## src/rtl/aps_pkg.sv

```systemverilog
// Shared types and constants for the archive path sanitizer.
// Used by aps_step, archive_path_sanitizer_unit and the port checker.
package aps_pkg;

  // Hard ceiling on the path byte counter
  localparam int unsigned MaxPathBytes = 4096;
  localparam int unsigned CountW       = $clog2(MaxPathBytes + 1);
  localparam int unsigned NameLimitW   = 8;
  localparam int unsigned PathLimitW   = 13;
  localparam int unsigned CfgDataW     = 13;
  localparam int unsigned CfgIdxW      = 2;
  localparam int unsigned CompLenW     = 9;
  localparam int unsigned CompLenMax   = 256;

  // Register indexes on the write port
  localparam logic [CfgIdxW-1:0] RegNameLimit = 2'd0;
  localparam logic [CfgIdxW-1:0] RegPathLimit = 2'd1;

  localparam logic [NameLimitW-1:0] NameLimitReset = 8'd255;
  localparam logic [PathLimitW-1:0] PathLimitReset = 13'd1024;

  // Characters of interest
  localparam logic [7:0] ChSlash     = 8'h2F;
  localparam logic [7:0] ChBackslash = 8'h5C;
  localparam logic [7:0] ChDot       = 8'h2E;
  localparam logic [7:0] ChColon     = 8'h3A;
  localparam logic [7:0] ChNul       = 8'h00;

  // UTF-8 lead byte ranges and code point bounds
  localparam logic [7:0]  Lead2Lo     = 8'hC2;
  localparam logic [7:0]  Lead2Hi     = 8'hDF;
  localparam logic [7:0]  Lead3Lo     = 8'hE0;
  localparam logic [7:0]  Lead3Hi     = 8'hEF;
  localparam logic [7:0]  Lead4Lo     = 8'hF0;
  localparam logic [7:0]  Lead4Hi     = 8'hF4;
  localparam logic [20:0] Min3Byte    = 21'h000800;
  localparam logic [20:0] Min4Byte    = 21'h010000;
  localparam logic [20:0] MaxCodept   = 21'h10FFFF;
  localparam logic [20:0] SurrogateLo = 21'h00D800;
  localparam logic [20:0] SurrogateHi = 21'h00DFFF;

  // Count of continuation bytes following a lead byte
  localparam logic [1:0] SeqCont1 = 2'd1;
  localparam logic [1:0] SeqCont2 = 2'd2;
  localparam logic [1:0] SeqCont3 = 2'd3;

  typedef struct packed {
    logic [7:0] in_byte;
    logic       is_last;
  } in_word_t;

  typedef struct packed {
    logic [7:0] out_byte;
    logic       out_present;
    logic       finished;
    logic       verdict;
  } out_word_t;

  // Running state of the path being checked
  typedef struct packed {
    logic [CountW-1:0]   byte_count;
    logic [CompLenW-1:0] comp_len;
    logic                all_dots;
    logic                in_first_component;
    logic                rejected;
    logic [1:0]          utf8_remaining;
    logic [1:0]          utf8_sequence_length;
    logic [20:0]         utf8_codepoint;
  } path_state_t;

  localparam path_state_t PathStateReset = '{
    byte_count:           '0,
    comp_len:             '0,
    all_dots:             1'b1,
    in_first_component:   1'b1,
    rejected:             1'b0,
    utf8_remaining:       2'd0,
    utf8_sequence_length: 2'd0,
    utf8_codepoint:       21'd0
  };

endpackage

```

## src/rtl/aps_step.sv

```systemverilog
// Per-byte check and normalize logic of the archive path sanitizer.
// Pure combinational step: current path state and one word in, next state
// and one result word out. Depends on aps_pkg.
module aps_step (
  input  aps_pkg::path_state_t             state_i,
  input  logic [aps_pkg::NameLimitW-1:0]   name_limit_i,
  input  logic [aps_pkg::PathLimitW-1:0]   path_limit_i,
  input  aps_pkg::in_word_t                word_i,
  output aps_pkg::path_state_t             state_o,
  output aps_pkg::out_word_t               result_o
);

  localparam logic [aps_pkg::CountW-1:0] CountMax = aps_pkg::CountW'(aps_pkg::MaxPathBytes);
  localparam logic [aps_pkg::CompLenW-1:0] CompMax =
    aps_pkg::CompLenW'(aps_pkg::CompLenMax);

  always_comb begin
    aps_pkg::path_state_t        nxt;
    logic [7:0]                  b;
    logic                        last;
    logic                        rej;
    logic                        present;
    logic [7:0]                  ob;
    logic [aps_pkg::CountW-1:0]  limit;
    logic [20:0]                 cp;
    logic                        is_sep;

    nxt     = state_i;
    b       = word_i.in_byte;
    last    = word_i.is_last;
    rej     = state_i.rejected;
    present = 1'b0;
    ob      = aps_pkg::ChNul;
    limit   = (aps_pkg::CountW'(path_limit_i) < CountMax) ?
              aps_pkg::CountW'(path_limit_i) : CountMax;
    cp      = '0;
    is_sep  = (b == aps_pkg::ChSlash) || (b == aps_pkg::ChBackslash);

    if (!state_i.rejected) begin
      // Length of the whole path, saturating
      if (state_i.byte_count < CountMax) begin
        nxt.byte_count = state_i.byte_count + 1'b1;
      end
      if (nxt.byte_count >= limit) rej = 1'b1;
      if (b == aps_pkg::ChNul) rej = 1'b1;

      // UTF-8 decode: continuation byte or lead byte
      if (state_i.utf8_remaining != 2'd0) begin
        if (b[7:6] != 2'b10) begin
          rej = 1'b1;
        end else begin
          cp = {state_i.utf8_codepoint[14:0], b[5:0]};
          nxt.utf8_codepoint = cp;
          nxt.utf8_remaining = state_i.utf8_remaining - 2'd1;
          if (nxt.utf8_remaining == 2'd0) begin
            if ((state_i.utf8_sequence_length == aps_pkg::SeqCont2 &&
                 cp < aps_pkg::Min3Byte) ||
                (state_i.utf8_sequence_length == aps_pkg::SeqCont3 &&
                 cp < aps_pkg::Min4Byte) ||
                cp > aps_pkg::MaxCodept ||
                (cp >= aps_pkg::SurrogateLo && cp <= aps_pkg::SurrogateHi)) begin
              rej = 1'b1;
            end
          end
        end
      end else if (b[7]) begin
        if (b >= aps_pkg::Lead2Lo && b <= aps_pkg::Lead2Hi) begin
          nxt.utf8_sequence_length = aps_pkg::SeqCont1;
          nxt.utf8_codepoint       = {16'd0, b[4:0]};
          nxt.utf8_remaining       = aps_pkg::SeqCont1;
        end else if (b >= aps_pkg::Lead3Lo && b <= aps_pkg::Lead3Hi) begin
          nxt.utf8_sequence_length = aps_pkg::SeqCont2;
          nxt.utf8_codepoint       = {17'd0, b[3:0]};
          nxt.utf8_remaining       = aps_pkg::SeqCont2;
        end else if (b >= aps_pkg::Lead4Lo && b <= aps_pkg::Lead4Hi) begin
          nxt.utf8_sequence_length = aps_pkg::SeqCont3;
          nxt.utf8_codepoint       = {18'd0, b[2:0]};
          nxt.utf8_remaining       = aps_pkg::SeqCont3;
        end else begin
          rej = 1'b1;
        end
      end
      // Open sequence at end of path
      if (last && nxt.utf8_remaining != 2'd0) rej = 1'b1;

      // Component rules
      if (is_sep) begin
        if (state_i.comp_len == '0) begin
          rej = 1'b1;
        end else if (state_i.comp_len <= aps_pkg::CompLenW'(2) &&
                     state_i.all_dots) begin
          rej = 1'b1;
        end else begin
          ob                     = aps_pkg::ChSlash;
          present                = !last;
          nxt.comp_len           = '0;
          nxt.all_dots           = 1'b1;
          nxt.in_first_component = 1'b0;
        end
      end else begin
        if (state_i.comp_len < CompMax) begin
          nxt.comp_len = state_i.comp_len + 1'b1;
        end
        if (nxt.comp_len > aps_pkg::CompLenW'(name_limit_i)) rej = 1'b1;
        if (b != aps_pkg::ChDot) nxt.all_dots = 1'b0;
        if (b == aps_pkg::ChColon && state_i.in_first_component) rej = 1'b1;
        ob      = b;
        present = 1'b1;
        if (last && nxt.comp_len <= aps_pkg::CompLenW'(2) && nxt.all_dots) begin
          rej = 1'b1;
        end
      end
      if (rej) present = 1'b0;
    end

    nxt.rejected = rej;
    // End of path: drop all path state
    if (last) nxt = aps_pkg::PathStateReset;

    state_o              = nxt;
    result_o.out_byte    = present ? ob : aps_pkg::ChNul;
    result_o.out_present = present;
    result_o.finished    = last;
    result_o.verdict     = last && rej;
  end

endmodule

```

## src/rtl/archive_path_sanitizer_unit.sv

```systemverilog
// Archive path sanitizer top level: input register, per-byte step logic and
// result register, plus the two limit registers. Depends on aps_pkg, aps_step.
//
// One path byte is taken per word; every byte gives exactly one result word,
// moving from the input register to the result register, at a sustained rate
// of one byte per clock while the output is not stalled. The rate is set by
// the running path state (byte and component counters, UTF-8 decoder), which
// is updated as a byte moves from the input register to the result register.
// A byte is only accepted while the input register is free or draining, so
// input stall follows output stall combinationally. The verdict (0 accepted,
// 1 unsupported entry) appears on the result of the byte marked is_last,
// after which the path state starts afresh. Write the name and path limits
// only while no path is in flight.
module archive_path_sanitizer_unit (
  input  logic                          clk_i,
  input  logic                          rst_ni,
  input  logic                          cfg_we_i,
  input  logic [aps_pkg::CfgIdxW-1:0]   cfg_idx_i,
  input  logic [aps_pkg::CfgDataW-1:0]  cfg_data_i,
  input  logic                          in_valid_i,
  output logic                          in_stall_o,
  input  aps_pkg::in_word_t             in_word_i,
  output logic                          out_valid_o,
  input  logic                          out_stall_i,
  output aps_pkg::out_word_t            out_word_o
);

  logic [aps_pkg::NameLimitW-1:0] name_limit_q;
  logic [aps_pkg::PathLimitW-1:0] path_limit_q;
  logic                           in_valid_q;
  aps_pkg::in_word_t              in_word_q;
  logic                           out_valid_q;
  aps_pkg::out_word_t             out_word_q;
  aps_pkg::path_state_t           state_q;
  aps_pkg::path_state_t           state_d;
  aps_pkg::out_word_t             result_d;
  logic                           advance;
  logic                           in_take;

  // Move a word to the result register when that register frees up
  assign advance    = in_valid_q && (!out_valid_q || !out_stall_i);
  assign in_stall_o = in_valid_q && !advance;
  assign in_take    = in_valid_i && !in_stall_o;

  aps_step u_step (
    .state_i      (state_q),
    .name_limit_i (name_limit_q),
    .path_limit_i (path_limit_q),
    .word_i       (in_word_q),
    .state_o      (state_d),
    .result_o     (result_d)
  );

  // Limit registers
  always_ff @(posedge clk_i or negedge rst_ni) begin
    if (!rst_ni) begin
      name_limit_q <= aps_pkg::NameLimitReset;
      path_limit_q <= aps_pkg::PathLimitReset;
    end else if (cfg_we_i) begin
      case (cfg_idx_i)
        aps_pkg::RegNameLimit: name_limit_q <= cfg_data_i[aps_pkg::NameLimitW-1:0];
        aps_pkg::RegPathLimit: path_limit_q <= cfg_data_i[aps_pkg::PathLimitW-1:0];
        default: ;
      endcase
    end
  end

  // Input register
  always_ff @(posedge clk_i or negedge rst_ni) begin
    if (!rst_ni) begin
      in_valid_q <= 1'b0;
    end else if (in_take) begin
      in_valid_q <= 1'b1;
    end else if (advance) begin
      in_valid_q <= 1'b0;
    end
  end

  always_ff @(posedge clk_i) begin
    if (in_take) in_word_q <= in_word_i;
  end

  // Path state and result register
  always_ff @(posedge clk_i or negedge rst_ni) begin
    if (!rst_ni) begin
      state_q     <= aps_pkg::PathStateReset;
      out_valid_q <= 1'b0;
    end else begin
      if (advance) begin
        state_q     <= state_d;
        out_valid_q <= 1'b1;
      end else if (!out_stall_i) begin
        out_valid_q <= 1'b0;
      end
    end
  end

  always_ff @(posedge clk_i) begin
    if (advance) out_word_q <= result_d;
  end

  assign out_valid_o = out_valid_q;
  assign out_word_o  = out_word_q;

endmodule

```

## config.mk

```make
export PLATFORM = sky130hd
export DESIGN_NAME = archive_path_sanitizer_unit
export DESIGN_NICKNAME = d
export VERILOG_FILES = /design/src/rtl/aps_pkg.sv /design/src/rtl/aps_step.sv /design/src/rtl/archive_path_sanitizer_unit.sv
export SDC_FILE = /design/constraint.sdc
export NUM_CORES = 1
export LEC_CHECK = 0
export ABC_AREA = 1
export BUFFER_PORTS_ARGS = -buffer_cell sky130_fd_sc_hd__buf_2
export CORE_UTILIZATION = 45
export CTS_CLUSTER_SIZE = 30
export DETAILED_ROUTE_END_ITERATION = 7
export PLACE_DENSITY = 0.65
export SYNTH_ARGS = -nofsm -noshare
export SYNTH_HDL_FRONTEND = slang
export SYNTH_SLANG_ARGS = --single-unit
```

## constraint.sdc

```tcl
create_clock -name clk_i -period 3.8 [get_ports clk_i]
set_clock_uncertainty 0.15 [all_clocks]
set_input_delay 0.38 -clock clk_i [delete_from_list [all_inputs] [get_ports clk_i]]
set_output_delay 0.38 -clock clk_i [all_outputs]
set_load 0.02 [all_outputs]
```

==> results of run 1 <==
## timing repair
action | 4_1_cts | 5_1_grt
setup buffers | 0 | 0
hold endpoints to repair | 15 | 0
hold buffers | 1 | 0
## power by group
part           switching [mW]  internal, mW  total, mW  leakage [nW]
clock                   0.344         0.462      0.806         0.124
sequential              0.119          1.16       1.28          1.05
combinational           0.640         0.359      0.999          1.65
## flip-flops by register name, indices dropped and copies added, names as in the netlist
| register | count |
|---|---|
| path_limit_q | 13 |
| in_valid_q | 1 |
| in_word_q | 9 |
| out_word_o | 11 |
| out_valid_o | 1 |
| name_limit_q | 8 |
| state_q | 44 |
## path summary, 6_finish.rpt
kind | to | from | cells past startpoint
setup / recovery | out_word_o[10] | state_q[49] | 21
hold / removal | in_word_q[0] | in_word_i[0] | 1
setup reg to reg | out_word_o[10] | state_q[49] | 21
hold reg to reg | path_limit_q[2] | path_limit_q[2] | 2
max in group asynchronous | path_limit_q[3] | rst_ni | 3
min in group asynchronous | state_q[4] | rst_ni | 2
## final cells by class
class                      instances  area share [%]
clock buffer                      15            4.53
clock inverter                     1           0.132
inverter                         112            7.38
multi-input combinational        426            40.2
sequential                        87            40.2
tap                              140            3.08
timing repair buffer              47            4.44
## per-layer routing
metal | share of wire [%] | vias to the layer above | wire length (um) | global-route usage [%]
met5 | 0 | - | 0 | 0
met4 | 1.9 | 0 | 208 | 8.81
met3 | 4.4 | 18 | 480 | 6.09
met2 | 48 | 75 | 5240 | 35.6
met1 | 46 | 1961 | 5000 | 24.3
li1 | - | 2131 | - | -
## synth_stat cells (2+ instances only)
| cell | instances | share of area, % |
|---|---|---|
| dfrtp_1 | 56 | 28 |
| o21ai_0 | 57 | 5.6 |
| nor3_2 | 4 | 0.79 |
| inv_2 | 5 | 0.37 |
| nand3b_1 | 5 | 0.74 |
| nand3_1 | 38 | 3.7 |
| a21oi_2 | 4 | 0.69 |
| o21ai_1 | 5 | 0.49 |
| nand2_1 | 151 | 11 |
| buf_2 | 3 | 0.30 |
| nor3_1 | 4 | 0.39 |
| nand3_2 | 4 | 0.79 |
| o21bai_1 | 2 | 0.30 |
| xor2_1 | 10 | 1.7 |
| nand2_2 | 5 | 0.62 |
| o22ai_1 | 6 | 0.74 |
| inv_1 | 106 | 7.8 |
| a21oi_4 | 2 | 0.64 |
| mux2_2 | 4 | 0.89 |
| nor2_1 | 60 | 4.4 |
| a21oi_1 | 16 | 1.6 |
| clkbuf_1 | 6 | 0.44 |
| ha_1 | 26 | 6.4 |
| nor2_2 | 7 | 0.86 |
| buf_4 | 3 | 0.44 |
| a31oi_1 | 3 | 0.37 |
| edfxtp_1 | 20 | 12 |
| nand4_1 | 5 | 0.62 |
| dfstp_2 | 11 | 5.7 |
## critical path, stage by stage, from the launching register on
cell,delay [ns]
dfrtp_1,0.38
inv_1,0.12
nand2_1,0.12
nor3_2,0.17
nand2_1,0.12
nor3_2,0.14
nand2_1,0.07
a21boi_0,0.27
ha_1,0.28
nand2_1,0.11
inv_1,0.05
a21oi_1,0.14
nand2_1,0.06
nor2_1,0.08
nand2_1,0.06
nand2_1,0.05
nand2_1,0.04
inv_1,0.07
nand2_2,0.07
nor2_4,0.15
nand3_2,0.12
nor2_1,0.11
## logic make-up (layout without fill, tap and decap cells)
kind of cell             Yosys count  after routing
multiplexers                       4              4
adder cells (fa/ha/maj)           26             26
flip-flops                        87             87
AO/OA/AOI/OAI                     99             99
AND/OR/NAND/NOR                  287            287
XOR/XNOR                          10             10
buffers and inverters            126            175
## through the flow
step / worst slack (ns) / total power, mW / instance area [sq um] / instances / hold slack (ns)
after floorplan: 1.10 / 2.04 / 5080 / 639 / -0.0656
after global placement: 0.887 / 2.25 / 5420 / 811 / 0.174
after detailed placement: 0.748 / 2.29 / 5420 / 811 / 0.180
after CTS: 0.728 / 3.12 / 5700 / 828 / 0.0404
after global routing: 0.329 / 3.34 / 5700 / 828 / 0.0412
final: 0.725 / 3.08 / 5700 / 828 / 0.0544
==> metrics, run 1 <==
status completed; GR Util All Layers 20.8%; area of the mapped netlist 0.00508 sq mm; final slew viol count 0; critical path class flop to flop; main combinational cell family by area after synthesis simple AND/OR/NAND/NOR gates; dpl hpwl 8210 um; Worst VDD drop 0.350 mV; XOR/XNOR Fraction of Synth Area 1.72%; vias in the first global route 4093; Seq cells post-synth 87; Die Span Y 108 um; core box area 0.0109 sq mm; commonest non-fill, non-tap cell in the layout nand2_1; GR Overflow Total 0; most frequent cells in the layout nand2_1, inv_1, nor2_1, o21ai_0, dfrtp_1; Chip Width 108 um; cts bufs inserted 9; MaxCap Viol Count 0; largest net degree at the start of global routing 52; Async S/R FF share, synth 77.0%; reg2reg setup slack 0.72 ns; number of synthesized flops with an enable pin 20; Worst EP required 3.85 ns; critical path launch point type flop; multiplexer area fraction after synthesis 0.887%; Layout Nets 738; drt drc 0; CP endpoint kind flop; Slew headroom 44.6%; PwrDens 541 mW/mm^2; Seq/Total Area, Yosys 45.1%; clk_lat worst skew 0.35 ns; CTS tree built; final setup violation count 0; routability cong. 0.858; Sum Neg Setup Slack 0 ns; initial antenna violation count 0; clk root buf clkbuf_16; drt first pass iters 5; CTS Buffer Depth 2; number of distinct library cells after synthesis 40; Area growth, synth to finish 12.1%; Total Wirelength 10900 um; starting density of the core 46.4%; IO Count 42; P_leak 2.82 nW; FILL cells 1065; cell row count 38; fraction of the mapped netlist area in simple logic gates 25.1%; Sequential Area 0.00229 sq mm; Port Buffer Count 41; RSZ-0062 raised after global routing false; min cycle time layout 3.08 ns; Max Fclk 325 MHz; post_cts resized 0; top_reg_cell synth dfrtp_1; Mapped Cells 639; via count 4185; CTS H-tree lvls 3; Syn Area/Cell 7.95 sq um; Compound-Gate Fraction of Synth Area 11.0%; HP Class primary input to flop; YS warnings 0; syn_nets 694; die footprint 0.0117 sq mm; Synth Area in Adders 6.41%; period utilization 80.9%; Sink Count 87; Reg clk slew, reported paths 0.06 ns; antenna cells 0; critical path peak fanout 6; Worst EP arrival 3.13 ns; drt initial violations 181; average routed wire per standard cell 13.2 um; vias per cell 5.05; Antenna Nets Post-Route 0; post-layout util 52.1%; combined area of the multi-input logic cells 0.00229 sq mm; layout cells sized above 1 15.4%; worst-margin pin slew 0.828 ns; first-pass GRT wire length 18500 um; Fin. Hold Viols 0
Power figures use the tool's default switching activity.
==> inputs of run 2 (changes only) <==
--- a/config.mk
+++ b/config.mk
@@ -5,12 +5,12 @@
 export SDC_FILE = /design/constraint.sdc
 export NUM_CORES = 1
 export LEC_CHECK = 0
-export ABC_AREA = 1
+export ABC_AREA = 0
 export BUFFER_PORTS_ARGS = -buffer_cell sky130_fd_sc_hd__buf_2
 export CORE_UTILIZATION = 45
 export CTS_CLUSTER_SIZE = 30
 export DETAILED_ROUTE_END_ITERATION = 7
-export PLACE_DENSITY = 0.65
+export PLACE_DENSITY = 0.67
 export SYNTH_ARGS = -nofsm -noshare
 export SYNTH_HDL_FRONTEND = slang
 export SYNTH_SLANG_ARGS = --single-unit
==> constraint.sdc (replaced) <==
create_clock -name clk_i -period 2.8 [get_ports clk_i]
set_clock_uncertainty 0.15 [all_clocks]
set_input_delay 0.28 -clock clk_i [delete_from_list [all_inputs] [get_ports clk_i]]
set_output_delay 0.28 -clock clk_i [all_outputs]
set_load 0.02 [all_outputs]
==> metrics, run 2 <==
status complete, but fails checks; failing checks setup timing; cts bufs inserted 9; starting density of the core 46.5%; P_leak 3.04 nW; Compound-Gate Fraction of Synth Area 17.3%; clock share of power 19.3%; largest net degree at the start of global routing 68; vias in the first global route 4502; most common cell in the netlist nand2_1; Hold WS 0.0226 ns; critical path peak fanout 5; first-pass GRT wire length 21100 um; Async S/R FF share, synth 77.0%; Area growth, synth to finish 30.4%; fraction of the mapped netlist area in simple logic gates 19.3%; Sequential Area 0.00229 sq mm; Flop pwr share 41.7%; Reg clk slew, reported paths 0.08 ns; Chip Width 108 um; Crit path max-delay family simple AND/OR/NAND/NOR gates; combinational power share 39.0%; Slew headroom 42.1%; most frequent cells after synthesis nand2_1, dfrtp_1, o21ai_0, nor2_1, ha_1; Seq cells post-synth 87; routability cong. 0.895; final setup violation count 11; cell area after placement 0.00603 sq mm; RSZ-0062 raised after global routing true; sw power 1.39 mW; design area 0.00660 sq mm; number of synthesized flops with an enable pin 20; MaxCap Viol Count 0; max reg flops 44; clk_lat worst skew 0.38 ns; clk root buf clkbuf_8; via count 4380; average routed wire per standard cell 15.9 um; Layout Nets 709; Int Pwr 2.61 mW; top cell type by total area after synthesis dfrtp_1; Switching Share 34.7%; worst-path cell chain ha_2 > nor2b_4 > nand2_4 > nor2_4 > nand3_2 > xnor2_2 > ha_1 > buf_6 > a211oi_4 > o22ai_2 > a2111oi_2 > nand4_1 > nor4b_4 > buf_2 > and3_1; final slew viol count 0; multiplexer area fraction after synthesis 4.37%; critical path class flop to flop; CTS Buffer Depth 2; syn_nets 565; critical path launch point type flop; Antenna Nets Post-Route 0; FILL cells 894; Mapped Cells 510; Die Span Y 108 um; Most flops, register state_q; main combinational cell family by area after synthesis simple AND/OR/NAND/NOR gates; top cells by area, synth dfrtp_1, edfxtp_1, ha_1; most frequent cells in the layout buf_4, nand2_1, dfrtp_1, buf_2, o21ai_0; Total Wirelength 12700 um; CTS H-tree lvls 3; worst-margin pin slew 0.868 ns; drt initial violations 208; CP endpoint kind flop; XOR/XNOR Fraction of Synth Area 3.46%; top-area cell type share of the netlist area 27.7%; drt first pass iters 5; initial antenna violation count 0; min cycle time layout 3.35 ns; YS warnings 0; fin worst setup slack -0.554 ns; Seq/Total Area, Yosys 45.3%; Worst EP required 2.90 ns; commonest non-fill, non-tap cell in the layout buf_4; combined area of the multi-input logic cells 0.00273 sq mm; Synth Area in Adders 6.43%; IO Count 42; HP Class primary input to flop; Crit-path slowest cell dfrtp_1; antenna cells 0; GR Util All Layers 23.5%; Worst EP arrival 3.46 ns; Fin. Hold Viols 0; period utilization 120%; GR Overflow Total 0; die footprint 0.0117 sq mm; dpl hpwl 8820 um; top_reg_cell synth dfrtp_1; Syn Area/Cell 9.93 sq um; cell row count 38; Max Fclk 298 MHz; vias per cell 5.48; layout cells sized above 1 32.5%; number of distinct library cells after synthesis 69; Sink Count 87; Buf+Inv Stages, Crit Path 2; CTS tree built; Worst VDD drop 0.373 mV; Port Buffer Count 41; PwrDens 606 mW/mm^2; area of the mapped netlist 0.00506 sq mm; delay of the slowest critical-path stage 0.37 ns; drt drc 0; core box area 0.0109 sq mm
[run 2: power by group through the flow]
stage	combinational (mW)	clock (mW)	sequential, mW
floorplan	0.888	0	1.72
global placement	1.41	0	1.68
detailed placement	1.44	0	1.69
CTS	1.53	0.791	1.67
global route	1.73	0.830	1.70
finish	1.56	0.771	1.67
[run 2: timing repair]
item                                    4_1_cts  5_1_grt
pin swaps                                     8        3
gates cloned                                  1        0
endpoints found under the setup margin       11       11
gates resized for setup                      14        9
endpoints found under the hold margin        81        0
buffers inserted                              6        3
hold buffers                                 24        0
[run 2: worst paths after layout]
path,from,end,slack (ns),cells after the start
max,state_q[37],out_word_o[9],-0.55,15
min,cfg_data_i[5],path_limit_q[5],0.02,2
max reg2reg,state_q[37],out_word_o[9],-0.55,15
min reg2reg,in_valid_q,out_valid_o,0.34,1
max in group asynchronous,rst_ni,state_q[29],1.45,3
min in group asynchronous,rst_ni,out_valid_o,0.47,3
[run 2: final cells by class]
class,count,share of cell area (%)
clock buffers,11,1.99
clock inverters,5,0.379
inverters,24,1.36
multi-input cells,374,41.3
flip-flops and latches,87,34.7
well taps,140,2.65
repair buffers,158,17.5
[run 2: routing by layer]
layer  share of wire (%)  global-route usage (%)  up-vias
li1                    -                       -     2158
met1                  47                    30.9     2113
met2                  48                    37.2       86
met3                 2.9                    4.46       23
met4                 2.6                    11.4        0
met5                   0                       0        -
[run 2: per-stage QoR]
| step | total power, mW | setup TNS [ns] | util (%) | worst slack (ns) | std cells |
|---|---|---|---|---|---|
| floorplan | 2.61 | -3.54 | - | -0.361 | 510 |
| global route | 4.25 | -7.44 | 60.6 | -0.712 | 799 |
| global placement | 3.09 | -4.66 | 55.4 | -0.471 | 749 |
| CTS | 3.99 | -5.20 | 60.0 | -0.503 | 796 |
| detailed placement | 3.13 | -5.46 | 55.4 | -0.556 | 749 |
| finish | 4.00 | -5.76 | 60.6 | -0.554 | 799 |
[run 2: cells by family after synthesis]
| logic type | Yosys count |
|---|---|
| flip-flops | 87 |
| XOR/XNOR | 20 |
| AND/OR/NAND/NOR | 183 |
| AO/OA/AOI/OAI | 125 |
| multiplexers | 20 |
| buffers and inverters | 49 |
| adder cells (fa/ha/maj) | 26 |
==> inputs of run 3 (changes only) <==
--- a/config.mk
+++ b/config.mk
@@ -8,9 +8,11 @@
 export ABC_AREA = 0
 export BUFFER_PORTS_ARGS = -buffer_cell sky130_fd_sc_hd__buf_2
 export CORE_UTILIZATION = 45
+export CTS_BUF_LIST = sky130_fd_sc_hd__clkbuf_2 sky130_fd_sc_hd__clkbuf_4 sky130_fd_sc_hd__clkbuf_8
 export CTS_CLUSTER_SIZE = 30
 export DETAILED_ROUTE_END_ITERATION = 7
 export PLACE_DENSITY = 0.67
 export SYNTH_ARGS = -nofsm -noshare
 export SYNTH_HDL_FRONTEND = slang
 export SYNTH_SLANG_ARGS = --single-unit
+export TNS_END_PERCENT = 10
==> metrics, run 3 (synthesis gave the netlist of run 2 again) <==
antenna cells 0; r2r endpoint out_word_o[3]; Crit-path slowest cell dfrtp_1; critical path class flop to flop; PwrDens 646 mW/mm^2; initial antenna violation count 0; Reg clk slew, reported paths 0.09 ns; final slew viol count 0; CTS Buffer Depth 2; combinational power share 37.4%; Fin. Hold Viols 0; via count 4378; cts bufs inserted 9; Most flops, register state_q; worst-path cell chain ha_2 > nor2b_4 > nand2_4 > nor2_4 > nand3_2 > xnor2_1 > ha_1 > nand4_1 > a2111oi_1 > buf_4 > a2111oi_4 > nand4_1 > nor4b_4 > buf_4 > a21boi_2; layout cells sized above 1 30.9%; status complete, but fails checks; Layout Nets 701; drt initial violations 258; Port Buffer Count 41; HP Class primary input to flop; Finished Layout Cells 791; post-layout util 60.1%; average routed wire per standard cell 16.2 um; cell row count 38; Worst R2R Start state_q[37]; Sink Count 87; Worst VDD drop 0.315 mV; die footprint 0.0117 sq mm; Antenna Nets Post-Route 0; critical path launch point type flop; Worst EP required 2.88 ns; clk_lat worst skew 0.38 ns; vias per cell 5.53; GR Overflow Total 0; hold endpoint name_limit_q[3]; Worst EP arrival 3.50 ns; sw power 1.43 mW; worst-case reg-to-reg path depth 15; core box area 0.0109 sq mm; clk root buf clkbuf_8; combined area of the multi-input logic cells 0.00267 sq mm; Placed Cells 748; worst-margin pin slew 0.628 ns; dpl hpwl 9120 um; RSZ-0062 raised after global routing true; Int Pwr 2.80 mW; CTS H-tree lvls 3; CP endpoint kind flop; Total Wirelength 12800 um; FILL cells 905; CTS tree built; final setup violation count 11; first-pass GRT wire length 21400 um; routability cong. 0.892; CP Launch Point state_q[37]; fin worst setup slack -0.612 ns; clock share of power 22.9%; drt drc 0; commonest non-fill, non-tap cell in the layout buf_4; P_leak 2.99 nW; GR Util All Layers 23.9%; Hold Startpoint cfg_data_i[3]; Max Fclk 293 MHz; drt first pass iters 5; IO Count 42; MaxCap Viol Count 0; min cycle time layout 3.41 ns; vias in the first global route 4406; Slew headroom 58.0%; delay of the slowest critical-path stage 0.39 ns; Area growth, synth to finish 29.2%; starting density of the core 46.5%; Die Span Y 108 um; most frequent cells in the layout buf_4, nand2_1, dfrtp_1, buf_2, o21ai_0; max reg flops 44; largest net degree at the start of global routing 57; Flop pwr share 39.7%; Sum Neg Setup Slack -6.46 ns; critical path peak fanout 5; reg2reg setup slack -0.61 ns; Switching Share 33.8%; period utilization 122%; Chip Width 108 um; hold-critical path depth 3; Sequential Area 0.00229 sq mm; failing checks setup timing
==> run 3: final cells by class <==
| class | instances | share of cell area [%] |
|---|---|---|
| inverters | 24 | 1.38 |
| clock inverters | 7 | 1.34 |
| flip-flops and latches | 87 | 35.1 |
| well taps | 140 | 2.68 |
| clock buffers | 9 | 1.89 |
| repair buffers | 150 | 16.9 |
| multi-input cells | 374 | 40.8 |
==> run 3: layer usage <==
metal | up-vias | routed length, um | track usage (%)
li1 | 2140 | - | -
met1 | 2120 | 5790 | 30.8
met2 | 92 | 6220 | 38.8
met3 | 26 | 412 | 3.32
met4 | 0 | 393 | 12.8
met5 | - | 0 | 0
==> run 3: repair_timing <==
action                                  CTS  global route
endpoints found under the setup margin   11            11
resized for setup                         6             4
hold buffers                             23             0
gates cloned                              1             0
endpoints found under the hold margin    34             0
pin swaps                                 7             1
setup buffers                             2             1
==> run 3: critical path, delay by kind of cell, from the launching register on <==
family,cells,cell delay [ns]
AO/OA/AOI/OAI,3,0.56
XOR/XNOR,1,0.13
adder cells (fa/ha/maj),2,0.51
buffers and inverters,2,0.35
flip-flops,1,0.39
AND/OR/NAND/NOR,7,1.20
==> run 3: worst max-delay path by stage <==
stage                    endpoint  slack (ns)
floorplan           out_word_o[6]       -0.36
global placement    out_word_o[0]       -0.47
detailed placement  out_word_o[3]       -0.66
CTS                 out_word_o[3]       -0.55
global route        out_word_o[3]       -0.78
finish              out_word_o[3]       -0.61
==> run 3: power groups by stage <==
stage          logic [mW]  clock network [mW]  registers [mW]
2_1_floorplan       0.889                   0            1.72
3_3_place_gp         1.42                   0            1.68
3_5_place_dp         1.46                   0            1.69
4_1_cts              1.55               0.990            1.67
5_1_grt              1.75                1.03            1.70
6_report             1.58               0.969            1.68
==> run 3: metrics by stage <==
stage / hold WS, ns / instance area, sq um / setup WS (ns) / power, mW
2_1_floorplan: -0.166 / 5120 / -0.364 / 2.61
3_5_place_dp: 0.0480 / 6030 / -0.657 / 3.15
3_3_place_gp: 0.0445 / 6030 / -0.473 / 3.10
4_1_cts: 0.000632 / 6520 / -0.555 / 4.21
5_1_grt: 0.0180 / 6540 / -0.784 / 4.48
6_report: 0.0172 / 6540 / -0.612 / 4.23
